<file path="config.mk">
export PLATFORM = sky130hd
export DESIGN_NAME = dsm_ctrl
export DESIGN_NICKNAME = d
export VERILOG_FILES = /design/src/rtl/dsm_pkg.sv /design/src/rtl/dsm_ctrl.sv
export SDC_FILE = /design/constraint.sdc
export NUM_CORES = 1
export LEC_CHECK = 0
export ABC_AREA = 1
export BUFFER_PORTS_ARGS = -buffer_cell sky130_fd_sc_hd__buf_2
export CAP_MARGIN = 20
export CORE_AREA = 4 4 41 43
export CTS_BUF_LIST = sky130_fd_sc_hd__clkbuf_4 sky130_fd_sc_hd__clkbuf_8
export CTS_CLUSTER_DIAMETER = 100
export CTS_CLUSTER_SIZE = 12
export DETAILED_ROUTE_END_ITERATION = 8
export DIE_AREA = 0 0 45 47
export PLACE_DENSITY = 0.39
export SLEW_MARGIN = 10
export SYNTH_ARGS = -nofsm -noshare
export SYNTH_HDL_FRONTEND = slang
export SYNTH_SLANG_ARGS = --single-unit
export TNS_END_PERCENT = 20
</file>
<file path="constraint.sdc">
create_clock -name clk_i -period 1.4 [get_ports clk_i]
set_clock_uncertainty 0.1 [all_clocks]
set_input_delay 0.28 -clock clk_i [delete_from_list [all_inputs] [get_ports clk_i]]
set_output_delay 0.28 -clock clk_i [all_outputs]
set_load 0.005 [all_outputs]
</file>
<file path="src/rtl/dsm_pkg.sv">
`timescale 1ns / 1ps
package dsm_pkg;

  typedef enum logic [2:0] {
    KIND_INIT     = 3'd0,
    KIND_SHUTDOWN = 3'd1,
    KIND_REGISTER = 3'd2,
    KIND_CANCEL   = 3'd3,
    KIND_COMPLETE = 3'd4,
    KIND_CHECK    = 3'd5,
    KIND_QUERY    = 3'd6,
    KIND_STAT     = 3'd7
  } kind_e;

  typedef enum logic [1:0] {
    STS_OK       = 2'd0,
    STS_INVALID  = 2'd1,
    STS_NOTFOUND = 2'd2,
    STS_FULL     = 2'd3
  } status_e;

  typedef enum logic [1:0] {
    ENT_PENDING   = 2'd0,
    ENT_MET       = 2'd1,
    ENT_MISSED    = 2'd2,
    ENT_CANCELLED = 2'd3
  } entry_e;

  typedef enum logic [2:0] {
    SEL_REGISTERED = 3'd0,
    SEL_ACTIVE     = 3'd1,
    SEL_MET        = 3'd2,
    SEL_MISSED     = 3'd3,
    SEL_CANCELLED  = 3'd4,
    SEL_WORST      = 3'd5,
    SEL_BEST       = 3'd6,
    SEL_NONE       = 3'd7
  } sel_e;

  localparam int unsigned MaxReports = 16;

  typedef struct packed {
    logic [2:0]  kind;
    logic [63:0] time_ns;
    logic [63:0] owner_id;
    logic        miss_notify;
    logic [3:0]  handle_slot;
    logic [15:0] handle_generation;
    logic [2:0]  stat_select;
  } dsm_req_t;

  typedef struct packed {
    logic [1:0]         status;
    logic [3:0]         slot_index;
    logic [15:0]        generation;
    logic [1:0]         entry_state;
    logic [63:0]        miss_entity;
    logic [63:0]        overdue_ns;
    logic signed [63:0] stat_value;
    logic [4:0]         miss_count;
    logic               is_miss_report;
    logic               last;
  } dsm_rsp_t;

  typedef struct packed {
    logic capture;
    logic exec;
    logic scan;
    logic finish;
  } dsm_ctl_t;

  typedef struct packed {
    logic needs_scan;
    logic scan_end;
  } dsm_sts_t;

  function automatic logic [15:0] bump_gen(input logic [15:0] g);
    logic [15:0] n;
    n = g + 16'd1;
    return (n == 16'd0) ? 16'd1 : n;
  endfunction

  function automatic logic [63:0] late_margin(input logic [63:0] over);
    return over[63] ? 64'h8000_0000_0000_0000 : (64'd0 - over);
  endfunction

  function automatic logic [63:0] early_margin(input logic [63:0] raw);
    return raw[63] ? 64'h7FFF_FFFF_FFFF_FFFF : raw;
  endfunction

endpackage

</file>
<file path="src/rtl/dsm_ctrl.sv">
`timescale 1ns / 1ps
module dsm_ctrl (
  input  logic              clk_i,
  input  logic              rst_ni,
  input  logic              start_i,
  input  dsm_pkg::dsm_sts_t sts_i,
  output dsm_pkg::dsm_ctl_t ctl_o,
  output logic              busy_o
);
  import dsm_pkg::*;

  typedef enum logic [3:0] {
    ST_IDLE   = 4'b0001,
    ST_EXEC   = 4'b0010,
    ST_SCAN   = 4'b0100,
    ST_FINISH = 4'b1000
  } state_e;

  state_e state_q, state_d;

  always_comb begin
    state_d = state_q;
    ctl_o = '0;
    case (state_q)
      ST_IDLE: begin
        if (start_i) begin
          ctl_o.capture = 1'b1;
          state_d = sts_i.needs_scan ? ST_SCAN : ST_EXEC;
        end
      end
      ST_EXEC: begin
        ctl_o.exec = 1'b1;
        state_d = ST_IDLE;
      end
      ST_SCAN: begin
        ctl_o.scan = 1'b1;
        if (sts_i.scan_end) begin
          state_d = ST_FINISH;
        end
      end
      ST_FINISH: begin
        ctl_o.finish = 1'b1;
        state_d = ST_IDLE;
      end
      default: begin
        state_d = ST_IDLE;
      end
    endcase
  end

  always_ff @(posedge clk_i or negedge rst_ni) begin
    if (!rst_ni) begin
      state_q <= ST_IDLE;
    end else begin
      state_q <= state_d;
    end
  end

  assign busy_o = (state_q != ST_IDLE);

endmodule

</file>
==> results.cfg, run 1 <==
[sta]
worst_pin_slew_ps = 231
layout_setup_ws_ps = -144
max_freq_ghz = 0.648
slew_violations = 0
slew_headroom_pct = 84.5
tns_ps = -380
setup-violations-final = 5
hold_violations = 0
period_needed_ps = 1540
hold_ws_ps = 126
finalCritPeriodShare_pct = 110
rsz0062_at_grt = yes

[worst_hold_path]
min_from = sts_i[1]
min_to = state_q[1]$_DFFE_PN0P_
whs_path_depth = 2
hp-class = input pin to register

[final_layout]
top_register = state_q
stdcell_count = 58
layout_commonest_cell = buf_2
drive_above_1_share_pct = 58.1
largest_register_ffs = 4
layout_common_cells = 9 x buf_2, 4 x inv_1, 4 x clkbuf_4, 3 x nand2_1, 3 x dfrtp_1
final_area_um2 = 353
fin_nets = 49
utilization_pct = 27.1
reg.largest.list = state_q (4)
nFillCells = 151
area.growth.synth_to_final_pct = 46.1
antenna_cells = 0

[drt]
drcViolationCount = 0
routedWlPerCell_um = 8.76
drtPass1Iterations = 2
drt_iter0_drc = 1
vias = 224
drt-met1-wl_um = 219
drt_wl_total_um = 508
top_layer = met3
wl_met2_um = 245
viasPerCell = 3.86
drtAntennaViolNets = 0
route.met3.wl_um = 42

[cts]
clock_tree.buffer_depth = 2
cts_root_buf = clkbuf_4
cts.sinks = 4
clkSlewWorstSetupHoldPaths_ps = 40
numCtsBuffers = 3
cts_max_level = 1
insertion_delay_ps = 230
cts_tree = yes

[global_routing]
grt_max_degree = 5
overflow = 0
antenna_found_initial = 0
grt_first_pass_wirelength_um = 848
first_global_vias = 218
track_usage_pct = 5.86

[floorplan]
rows = 13
start_util_pct = 18.6
core_um2 = 1300
die_area_um2 = 2120
die_y_um = 47
ioPinCount = 10
fp.dieW_um = 45

[synthesis]
synth_edf_count = 0
synth_area_leaders = dfrtp_1 31%, dfstp_2 11%, inv_1 9.3%
synth-warning-count = 0
synth_seq_area_share_pct = 42.0
synth.distinct_cells = 16
synth_mux_area_share_pct = 0
syn_inst = 28
synth_compound_area_share_pct = 2.07
synth_top_family_by_area = simple AND/OR/NAND/NOR gates
synthArstFlopShare_pct = 100
synthSimpleGateAreaFrac_pct = 43.5
synth-xor-area-share_pct = 0
avgSynthCellArea_um2 = 8.62
syn_area_um2 = 241
synth-seq-cells = 4
synth_top_area_cell = dfrtp_1
synth.top_cell.area_share_pct = 31.1
synthAdderAreaFrac_pct = 0
ys.flop_type = dfrtp_1
syn-num-nets = 33

[power_and_ir_drop]
peakVddDrop_mv = 0.682
powerDensity_nw_per_um2 = 1790
switching_share_pct = 35.6
p_leak_nw = 0.190
p_sw_uw = 224
seqPwrFrac_pct = 28.6
cellInternalPower_uw = 407
clkPwrFrac_pct = 27.3
power_frac_comb_pct = 44.0

[place]
routabilityCongestion = 0.778
hpwl_um = 418
dp_cells = 51
portBuffers = 9
dpl_cell_area_um2 = 298

[flow_run]
drv_cap = 0

[critical_path]
endpoint_kind = output pin
cp-start-kind = register
ff2ff_path_depth = 6
r2r-end = state_q[0]$_DFFE_PN1P_
cp_data_required_time_ps = 1020
reg2reg_slack_ps = 210
crit_fanout = 3
reg2reg_from = state_q[0]$_DFFE_PN1P_
cp.arrival_ps = 1160
setup.worst_path.class = register to output pin

[outcome]
violations = setup timing
outcome = finished, violations left
==> timing repair <==
item                       in CTS  in global routing
hold buffers                    1                  0
setup endpoints to repair       5                  5
gates resized for setup         1                  1
hold endpoints to repair        4                  0
pin swaps                       2                  1
setup buffers                   2                  0
==> how the worst max path moves through the flow <==
| stage | slack (ps) | start | end | depth (start not counted) |
|---|---|---|---|---|
| 3_5_place_dp | 20 | state_q[0]$_DFFE_PN1P_ | ctl_o[3] | 5 |
| 2_1_floorplan | 140 | state_q[0]$_DFFE_PN1P_ | ctl_o[3] | 4 |
| 4_1_cts | -180 | state_q[0]$_DFFE_PN1P_ | ctl_o[3] | 5 |
| 6_report | -140 | state_q[0]$_DFFE_PN1P_ | ctl_o[3] | 5 |
| 3_3_place_gp | 30 | state_q[0]$_DFFE_PN1P_ | ctl_o[3] | 5 |
| 5_1_grt | -250 | state_q[0]$_DFFE_PN1P_ | ctl_o[3] | 5 |
==> cell type report <==
class | instances | area [µm²] | area share [%]
Inverter | 6 | 22.5 | 6.38
Multi-Input combinational cell | 17 | 110 | 31.2
Timing Repair Buffer | 12 | 70.1 | 19.9
Sequential cell | 4 | 101 | 28.7
Tap cell | 15 | 18.8 | 5.32
Clock buffer | 4 | 30.0 | 8.51
==> power by group through the flow <==
| stage | registers, mW | logic [mW] | clock network (mW) |
|---|---|---|---|
| after detailed placement | 0.180 | 0.229 | 0 |
| after CTS | 0.181 | 0.285 | 0.181 |
| after floorplan | 0.175 | 0.170 | 0 |
| after global routing | 0.187 | 0.311 | 0.194 |
| final | 0.180 | 0.278 | 0.173 |
| after global placement | 0.180 | 0.229 | 0 |
==> worst max-delay path: stages, from the launching register on <==
cell and delay [ps]:
dfstp_2 520, inv_2 60, nor2_4 90, nand2_2 70, nor2_1 80, buf_2 110
==> layer usage <==
layer	global-route usage (%)	vias up
met2	8.19	5
met3	4.98	0
li1	-	119
met4	1.75	0
met5	0	-
met1	6.65	100
==> stage by stage <==
| stage | power, mW | setup slack (ps) |
|---|---|---|
| CTS | 0.647 | -177 |
| floorplan | 0.345 | 136 |
| global placement | 0.410 | 29.9 |
| global route | 0.692 | -251 |
| finish | 0.631 | -144 |
| detailed placement | 0.409 | 23.8 |
==> Yosys cell counts, types with 2 or more instances <==
cell type and instances:
dfrtp_1 3, nor2_4 2, nand2_2 2, nand3_1 2
inv_1 6, nand2_1 3
==> cells by family after synthesis <==
| kind of cell | count (synthesis) |
|---|---|
| AO/OA/AOI/OAI | 1 |
| flip-flops | 4 |
| AND/OR/NAND/NOR | 16 |
| buffers and inverters | 7 |
No activity file was read; power rests on OpenSTA's default activity.
==> run 2, diff against run 1 <==
REMOVE_ABC_BUFFERS = 1   (was not set)
==> run 2 against run 1 <==
The run still ends with setup timing left. Highest routed layer unchanged. Count of clock-buffer cells in the layout is the same. Critical endpoint unchanged. First-iteration DRC count fell by 100%. Largest cell class unchanged. Sequential power about the same.
==> results.cfg, run 2 (synthesis gave the netlist of run 1 again) <==
[floorplan]
die_area_um2 = 2120
die_y_um = 47
core_um2 = 1300
fp.dieW_um = 45
start_util_pct = 18.6
ioPinCount = 10
rows = 13

[cts]
cts_tree = yes
clock_tree.buffer_depth = 2
cts_max_level = 1
cts_root_buf = clkbuf_4
insertion_delay_ps = 230
clkSlewWorstSetupHoldPaths_ps = 40
cts.sinks = 4
numCtsBuffers = 3

[sta]
slew_violations = 0
hold_ws_ps = 120
rsz0062_at_grt = yes
hold_violations = 0
period_needed_ps = 1580
finalCritPeriodShare_pct = 113
worst_pin_slew_ps = 192
max_freq_ghz = 0.632
setup-violations-final = 5
slew_headroom_pct = 87.1
layout_setup_ws_ps = -182

[place]
routabilityCongestion = 0.760
portBuffers = 9
dpl_cell_area_um2 = 298
hpwl_um = 420

[global_routing]
grt_max_degree = 5
first_global_vias = 210
overflow = 0
track_usage_pct = 6.27
grt_first_pass_wirelength_um = 821
antenna_found_initial = 0

[outcome]
violations = setup timing
outcome = finished, violations left

[worst_hold_path]
whs_path_depth = 2
min_to = state_q[1]$_DFFE_PN0P_
min_from = sts_i[1]
hp-class = input pin to register

[power_and_ir_drop]
power_frac_comb_pct = 43.8
cellInternalPower_uw = 409
clkPwrFrac_pct = 27.8
peakVddDrop_mv = 0.570
p_leak_nw = 0.190
seqPwrFrac_pct = 28.4
p_sw_uw = 233
powerDensity_nw_per_um2 = 1820
switching_share_pct = 36.3

[drt]
viasPerCell = 3.86
drt_iter0_drc = 0
routedWlPerCell_um = 9.19
drtPass1Iterations = 1
drcViolationCount = 0
drtAntennaViolNets = 0
vias = 224
drt_wl_total_um = 533

[final_layout]
multiInputGateArea_um2 = 110
antenna_cells = 0
area.growth.synth_to_final_pct = 46.1
layout_common_cells = 9 x buf_2, 4 x clkbuf_4
layout_commonest_cell = buf_2
largest_register_ffs = 4
final_area_um2 = 353
drive_above_1_share_pct = 60.5
seq_area_um2 = 101
nFillCells = 147
top_register = state_q
reg.largest.list = state_q (4)
fin_nets = 49

[critical_path]
reg2reg_slack_ps = 190
slowest_stage = dfstp_2
critical_path.cell_chain = inv_2 -> nor2_4 -> nand2_2 -> nor2_1 -> buf_2
r2r-end = state_q[0]$_DFFE_PN1P_
cp.arrival_ps = 1200
worst-path-buf-inv = 2
worst-path-stages = 5
reg2reg_from = state_q[0]$_DFFE_PN1P_
cpLargestDelayFamily = flip-flops
crit_fanout = 4
ff2ff_path_depth = 6
cpPeakStageDelay_ps = 530
cp_data_required_time_ps = 1020
setup.worst_path.class = register to output pin
cp-start-kind = register
endpoint_kind = output pin

[flow_run]
drv_cap = 0
[run 2: cell counts in the layout (fill, tap and decap cells not counted)]
Identical to the previous run, type by type.
[run 2: worst max path at each step]
stage,from,to,slack [ps]
floorplan,state_q[0]$_DFFE_PN1P_,ctl_o[3],140
global placement,state_q[0]$_DFFE_PN1P_,ctl_o[3],30
detailed placement,state_q[0]$_DFFE_PN1P_,ctl_o[3],20
CTS,state_q[0]$_DFFE_PN1P_,ctl_o[3],-220
global route,state_q[0]$_DFFE_PN1P_,ctl_o[3],-260
finish,state_q[0]$_DFFE_PN1P_,ctl_o[3],-180
[run 2: power by group through the flow]
stage          Sequential (mW)  Combinational, mW  Clock, mW
6_report                 0.182              0.281      0.179
5_1_grt                  0.187              0.312      0.202
4_1_cts                  0.182              0.238      0.188
3_5_place_dp             0.180              0.229          0
3_3_place_gp             0.181              0.229          0
2_1_floorplan            0.175              0.165          0
[run 2: metal layers]
metal / vias to the layer above / track usage [%] / wire length [µm]
met5: - / 0 / 0
met4: 0 / 8.77 / 0
met3: 0 / 2.68 / 29
met2: 5 / 8.19 / 289
met1: 102 / 6.45 / 214
li1: 117 / - / -
[run 2: area by class of cell]
| class | instances | area share (%) |
|---|---|---|
| clock buffer | 4 | 8.51 |
| inverter | 6 | 6.38 |
| multi-input combinational | 17 | 31.2 |
| sequential | 4 | 28.7 |
| tap | 15 | 5.32 |
| timing repair buffer | 12 | 19.9 |
[run 2: worst reg2reg max path: stages, from the launching register on]
cell     delay [ps]
dfstp_2         530
inv_2            60
nor2_4          110
nand2_2          80
buf_4           130
o21ai_0          60
nand2_1          70
[run 2: repair_timing]
item / 4_1_cts / 5_1_grt
resized for setup: 1 / 2
setup buffers: 0 / 2
hold buffers: 1 / 0
pin swaps: 2 / 1
cloned: 0 / 0
hold endpoints to repair: 4 / 0
endpoints found under the setup margin: 5 / 5
[run 2: metrics by stage]
step	utilization, %	setup TNS [ps]	cells	power [mW]	setup slack [ps]
2_1_floorplan	-	0	27	0.340	136
3_3_place_gp	22.9	0	51	0.410	32.1
3_5_place_dp	22.9	0	51	0.410	24.0
4_1_cts	26.0	-571	56	0.608	-221
5_1_grt	27.1	-785	58	0.701	-259
6_report	27.1	-397	58	0.642	-182
==> run 3, diff against run 2 <==
BUFFER_PORTS_ARGS = not set   (was -buffer_cell sky130_fd_sc_hd__buf_2)
CAP_MARGIN = 10   (was 20)
DONT_BUFFER_PORTS = 1   (was not set)
PLACE_DENSITY = 0.33   (was 0.39)
SKIP_LAST_GASP = 1   (was not set)
==> run 3 against run 2 <==
The flow still finishes with violations (setup timing). Routed wire length rose by 20%. Critical path depth fell by 1. Register-to-register slack got worse by 110 ps. Global-route usage rose by 0.71 points. Largest cell class unchanged. Die area did not move. Non-clock buffer count fell by 5. Flip-flop and latch count did not move. Total power rose by 13%. Setup slack improved by 71 ps. Fmax rose by 4.7%. Final cell count fell by 8.6%. Sequential power rose by 2%.
==> results.cfg, run 3 (synthesis gave the netlist of run 1 again) <==
[sta]
slew_headroom_pct = 74.4
rsz0062_at_grt = yes
hold_violations = 0
slew_violations = 0
period_needed_ps = 1510
worst_pin_slew_ps = 381
finalCritPeriodShare_pct = 108
layout_setup_ws_ps = -111
max_freq_ghz = 0.662
setup-violations-final = 5

[power_and_ir_drop]
total_power_uw = 727
cellInternalPower_uw = 460
peakVddDrop_mv = 0.628
powerDensity_nw_per_um2 = 2050
p_sw_uw = 267
switching_share_pct = 36.7
p_leak_nw = 0.171
clkPwrFrac_pct = 24.6
seqPwrFrac_pct = 25.6
power_frac_comb_pct = 49.8

[drt]
drtPass1Iterations = 4
drcViolationCount = 0
drtAntennaViolNets = 0
routedWlPerCell_um = 12.1
drt_iter0_drc = 1
vias = 211
viasPerCell = 3.98
drt_wl_total_um = 639

[final_layout]
top_register = state_q
utilization_pct = 27.2
layout_common_cells = 5 x inv_1, 4 x clkbuf_4, 4 x buf_4, 3 x nand2_1, 3 x dfrtp_1
largest_register_ffs = 4
fin_nets = 44
reg.largest.list = state_q (4)
layout_commonest_cell = inv_1
nFillCells = 157
drive_above_1_share_pct = 50.0
antenna_cells = 0
final_area_um2 = 354
area.growth.synth_to_final_pct = 46.6

[critical_path]
cp-start-kind = register
slowest_stage = dfstp_2
reg2reg_slack_ps = 80
r2r-end = state_q[1]$_DFFE_PN0P_
worst-path-buf-inv = 2
ff2ff_path_depth = 6
reg2reg_from = state_q[0]$_DFFE_PN1P_
critPathLaunch = state_q[0]$_DFFE_PN1P_
cpLargestDelayFamily = flip-flops
critical_path.cell_chain = inv_4 -> nor2_4 -> nand2_4 -> buf_6
cp.arrival_ps = 1130
cp_data_required_time_ps = 1020
endpoint_kind = output pin
crit_fanout = 4
cpPeakStageDelay_ps = 550
setup.worst_path.class = register to output pin

[worst_hold_path]
hp-class = input pin to register
whs_path_depth = 2
min_from = sts_i[0]
min_to = state_q[3]$_DFFE_PN0P_

[place]
routabilityCongestion = 0.706
dpl_cell_area_um2 = 260
hpwl_um = 419
portBuffers = 0

[global_routing]
grt_max_degree = 5
grt_first_pass_wirelength_um = 938
first_global_vias = 230
track_usage_pct = 6.98
overflow = 0
antenna_found_initial = 0

[cts]
cts_tree = yes
cts_root_buf = clkbuf_4
numCtsBuffers = 3
insertion_delay_ps = 240
cts_max_level = 1
clkSlewWorstSetupHoldPaths_ps = 40
clock_tree.buffer_depth = 2
cts.sinks = 4

[floorplan]
start_util_pct = 18.6
die_y_um = 47
fp.dieW_um = 45
rows = 13
die_area_um2 = 2120
core_um2 = 1300
ioPinCount = 10

[outcome]
violations = setup timing
outcome = finished, violations left

[flow_run]
drv_cap = 0
[run 3: how the worst max path moves through the flow]
stage	end	slack (ps)	depth (start not counted)
floorplan	ctl_o[3]	140	4
global placement	ctl_o[3]	70	4
detailed placement	busy_o	80	4
CTS	busy_o	-130	4
global route	busy_o	-160	4
finish	busy_o	-110	4
[run 3: cell type report]
| class | instances | area (µm²) | share of cell area (%) |
|---|---|---|---|
| clock buffer | 4 | 30.0 | 8.48 |
| inverter | 6 | 25.0 | 7.07 |
| multi-input combinational | 17 | 118 | 33.2 |
| sequential | 4 | 101 | 28.6 |
| tap | 15 | 18.8 | 5.30 |
| timing repair buffer | 7 | 61.3 | 17.3 |
[run 3: timing repair]
| item | in CTS | in global routing |
|---|---|---|
| resized for setup | 4 | 1 |
| setup buffers | 4 | 0 |
| endpoints found under the hold margin | 5 | 0 |
| pin swaps | 1 | 1 |
| hold buffers | 2 | 0 |
| endpoints found under the setup margin | 4 | 5 |
[run 3: metal layers]
metal  routed length [µm]  up-vias  share of wire [%]  global-route usage, %
li1                     -      107                  -                      -
met1                  208       99                 33                   6.45
met2                  388        5                 61                   11.0
met3                   42        0                6.6                   2.30
met4                    0        0                  0                   8.77
met5                    0        -                  0                      0
[run 3: power by group through the flow]
| stage | Combinational [mW] | Clock [mW] | Sequential, mW |
|---|---|---|---|
| floorplan | 0.165 | 0 | 0.175 |
| global placement | 0.220 | 0 | 0.181 |
| detailed placement | 0.219 | 0 | 0.180 |
| CTS | 0.342 | 0.193 | 0.187 |
| global route | 0.392 | 0.198 | 0.193 |
| finish | 0.362 | 0.179 | 0.186 |
[run 3: metrics by stage]
stage	setup TNS (ps)	hold slack [ps]	cells	setup slack, ps
4_1_cts	-463	70.3	53	-130
3_5_place_dp	0	-115	43	79.2
3_3_place_gp	0	-115	43	68.8
6_report	-328	80.2	53	-111
5_1_grt	-646	83.1	53	-161
2_1_floorplan	0	-116	27	136
